==> src/hdl/rgbm_pkg.sv <==
// ---------------------------------------------------------------------------
// rgbm_pkg
// Types and constants shared by the RGB 3x3 median filter modules.
// ---------------------------------------------------------------------------
`timescale 1ns / 1ps
`default_nettype none

package rgbm_pkg;

    localparam int WIN_N  = 9;      // cells in the 3x3 window
    localparam int FW_W   = 11;     // frame_width register width
    localparam int FH_W   = 12;     // frame_height register width, also row counters
    localparam int CFG_W  = 12;     // config data width

    localparam logic [FH_W-1:0] ROW_LIMIT = 12'd4095;

    // register indexes on the config port
    localparam logic REG_FRAME_WIDTH  = 1'b0;
    localparam logic REG_FRAME_HEIGHT = 1'b1;

    typedef struct packed {
        logic [7:0] red;
        logic [7:0] green;
        logic [7:0] blue;
    } t_pix;

    typedef t_pix [WIN_N-1:0] t_win;

endpackage

`default_nettype wire

==> src/hdl/rgbm_median.sv <==
// ---------------------------------------------------------------------------
// rgbm_median
// Rank-select median over the masked cells of a 3x3 window, per channel.
// ---------------------------------------------------------------------------
`timescale 1ns / 1ps
`default_nettype none

module rgbm_median
    import rgbm_pkg::*;
(
    input  t_win              i_win,
    input  wire [WIN_N-1:0]   i_mask,
    input  wire [2:0]         i_rank,   // wanted rank in descending order
    output t_pix              o_pix
);

    logic [7:0] v     [3][WIN_N];
    logic [3:0] rank  [3][WIN_N];
    logic [7:0] res   [3];

    always_comb begin
        for (int i = 0; i < WIN_N; i++) begin
            v[0][i] = i_win[i].red;
            v[1][i] = i_win[i].green;
            v[2][i] = i_win[i].blue;
        end
        for (int ch = 0; ch < 3; ch++) begin
            res[ch] = 8'd0;
            for (int i = 0; i < WIN_N; i++) begin
                rank[ch][i] = 4'd0;
                for (int j = 0; j < WIN_N; j++) begin
                    // ties broken by cell position so each rank is unique
                    if (i_mask[j] && (j != i) &&
                        ((v[ch][j] > v[ch][i]) || ((v[ch][j] == v[ch][i]) && (j < i)))) begin
                        rank[ch][i] = rank[ch][i] + 4'd1;
                    end
                end
                if (i_mask[i] && (rank[ch][i] == {1'b0, i_rank})) begin
                    res[ch] = v[ch][i];
                end
            end
        end
        o_pix.red   = res[0];
        o_pix.green = res[1];
        o_pix.blue  = res[2];
    end

endmodule

`default_nettype wire

==> config.mk <==
export PLATFORM = sky130hd
export DESIGN_NAME = rgbm_median
export DESIGN_NICKNAME = d
export VERILOG_FILES = /design/src/hdl/rgbm_pkg.sv /design/src/hdl/rgbm_median.sv
export SDC_FILE = /design/constraint.sdc
export NUM_CORES = 1
export LEC_CHECK = 0
export BUFFER_PORTS_ARGS = -buffer_cell sky130_fd_sc_hd__buf_4
export CAP_MARGIN = 5
export CORE_MARGIN = 2
export CORE_UTILIZATION = 60
export DETAILED_ROUTE_END_ITERATION = 12
export PLACE_DENSITY = 0.78
export SYNTH_ARGS = -nofsm -noshare
export SYNTH_HDL_FRONTEND = slang
export SYNTH_SLANG_ARGS = --single-unit
==> constraint.sdc <==
create_clock -name vclk -period 11.3
set_clock_uncertainty 0.15 [all_clocks]
set_input_delay 1.695 -clock vclk [all_inputs]
set_output_delay 1.695 -clock vclk [all_outputs]
set_load 0.005 [all_outputs]
==> results by group <==
Yosys
  – Syn Nets: 6203
  – Post-Synthesis Cell Area: 37970 sq um
  – Yosys cell types: 113
  – Synth warnings: 0
  – Mean instance size in the synthesized netlist: 7.715 sq um
  – Sequential share of the synthesized area: 0
  – Number of standard cells after synthesis: 4922

Global routing
  – Met1 track demand over resource: 0.5460
  – Number of global-route vias before repair: 37690
  – Largest net degree at the start of global routing: 37
  – Total global-route track usage: 0.4108
  – Met2 GRT Util: 0.6298
  – Leftover overflow at the end of global routing: 0
  – Antenna violations before repair: 3
  – Busiest layer in global routing: met2
  – First-pass GRT wire length: 214400 um
  – Global-route track usage on met3: 0.09170

Drt
  – Iter 0 DRT Violations: 4439
  – Post-detailed-route count of antenna-violating nets: 0
  – Total via count after detailed routing: 40770
  – Vias per cell: 6.804
  – DRC violation count after routing: 0
  – Routed wirelength normalized by instance count: 23.65 um
  – Number of detailed-route iterations in the first pass: 9
  – Total Wirelength: 141700 um

Cells and area
  – Share of post-route cells with drive strength above 1: 0.09504
  – Sequential standard cell area: 0 sq um
  – Clock buffer instance count of the final layout: 0
  – Commonest cells after routing, fill and taps aside: sky130_fd_sc_hd__ha_1 (1052), sky130_fd_sc_hd__inv_1 (413), sky130_fd_sc_hd__a21oi_1 (382), sky130_fd_sc_hd__nand2_1 (372), sky130_fd_sc_hd__buf_4 (314)
  – Commonest non-fill, non-tap cell in the layout: sky130_fd_sc_hd__ha_1
  – Number of sequential cells: 0
  – Area added between synthesis and finish: 8.531%
  – Design area: 41210 sq um
  – Filler cells: 5679
  – Total area of multi-input combinational cells: 36210 sq um
  – Total number of nets in the final design: 6428
  – Count of non-filler cells in the finished layout: 5992

Timing
  – Period minus WS final: 11.02 ns
  – Min Hold Slack: 3.621 ns
  – Worst rel slew slack: 0.1384
  – Setup TNS: 0 ns
  – # setup viols final: 0
  – Max Clock Freq: 0.09072 GHz
  – Final hold violation count: 0
  – Final Cycle Share: 0.9755
  – Worst-Margin Slew: 1.290 ns
  – Max-slew violations: 0

Clock tree
  – Number of hold buffers added after CTS: 0
  – Count of cells resized by post-cts repair: 0
  – Buffers inserted by post-CTS timing repair: 0

Hold path
  – Worst hold path class: primary input to primary output

Setup path
  – Required time worst endpoint: 9.46 ns
  – Critical Path Fanout Max: 9
  – Critical path start-end classification: primary input to primary output
  – CP max stage delay: 0.49 ns
  – Most repeated library cell on the critical path: sky130_fd_sc_hd__ha_1
  – CP arrival: 9.18 ns
  – Crit path max-delay cell type: sky130_fd_sc_hd__or3_4
  – Critical Path End Type: primary output
  – Category of the worst setup path launch point: primary input

Floorplan
  – Standard-cell row count: 92
  – Placeable core region: 62850 sq um
  – Die Footprint: 65320 sq um
  – Die height: 255.6 um
  – Width of the die: 255.6 um
  – Count of pins on the block boundary: 252
  – Starting utilization of the core area: 0.6042

Place
  – Global placer's final weighted congestion: 1.065
  – Number of I/O port buffers: 252
  – Count of placed standard cells including taps: 5991
  – DP Area: 41000 sq um
  – Half-perimeter wire length of the detailed placement result: 112300 um

Outcome
  – Result of the run: finished, final reports clean

Run
  – Number of violations of the max-capacitance limit: 0
-- Yosys cell counts, drive strengths merged, types with 21 or more instances --
| master | count | share of area |
|---|---|---|
| and4 | 23 | 0.0053 |
| o21a | 114 | 0.023 |
| nand3 | 131 | 0.017 |
| o21ai | 211 | 0.028 |
| nor2b | 86 | 0.014 |
| o31ai | 30 | 0.0059 |
| mux2 | 30 | 0.0089 |
| nor4 | 34 | 0.0063 |
| xnor2 | 250 | 0.061 |
| and3 | 43 | 0.0072 |
| nor2 | 264 | 0.026 |
| nand2 | 372 | 0.037 |
| mux2i | 61 | 0.017 |
| a211oi | 59 | 0.012 |
| or2 | 39 | 0.0064 |
| o2111ai | 32 | 0.0074 |
| xor2 | 90 | 0.021 |
| a21oi | 383 | 0.051 |
| a41oi | 25 | 0.0058 |
| a21o | 96 | 0.019 |
| inv | 420 | 0.042 |
| buf | 39 | 0.0052 |
| nor3 | 85 | 0.012 |
| o211ai | 89 | 0.018 |
| clkbuf | 52 | 0.0051 |
| a31oi | 55 | 0.0091 |
| xnor3 | 44 | 0.026 |
| nand4 | 157 | 0.026 |
| ha | 1053 | 0.35 |
| a221o | 21 | 0.0055 |
| nand2b | 73 | 0.012 |
| and2 | 45 | 0.0074 |
| a22oi | 26 | 0.0051 |
-- final cells by class --
| type | instances | share of cell area |
|---|---|---|
| inverter | 423 | 0.03853 |
| antenna | 1 | 0.00006072 |
| tap | 846 | 0.02568 |
| multi-input combinational | 4408 | 0.8785 |
| timing repair buffer | 314 | 0.05720 |
-- worst max-delay path: cells and delay by family --
family                     cells  cell delay [ns]
buffers and inverters          6             0.74
adders and majority gates      7             2.06
and+or+nand+nor                9             1.72
muxes                          3             0.85
AOI/OAI and AO/OA             10             2.01
xor gates and xnor gates       1             0.08
-- path summary, 6_finish.rpt --
kind / from / depth (start not counted) / end
worst max-delay path: i_win[91] / 36 / o_pix[17]
worst min-delay path: i_win[211] / 4 / o_pix[19]
-- cells by family after synthesis --
kind of cell	after synthesis	synth area share
buf+inv	514	0.05219
mux	91	0.02540
xor+xnor	404	0.1204
simple gates	1446	0.1969
fa+ha+maj	1053	0.3470
compound gates	1414	0.2581
-- stage by stage --
step	setup slack, ns	utilization
6_report	0.2773	0.6557
5_1_grt	-0.09011	0.6557
4_1_cts	0.2884	0.6524
3_5_place_dp	0.3069	0.6524
3_3_place_gp	0.4115	0.6524
2_1_floorplan	1.150	-
-- per-layer routing --
metal	vias to the layer above	part of all wire	routed length, um
met4	4	0.058	8247
met1	18750	0.41	57450
met3	529	0.13	17970
met5	-	0.00066	93
met2	2391	0.41	57920
li1	19100	-	-
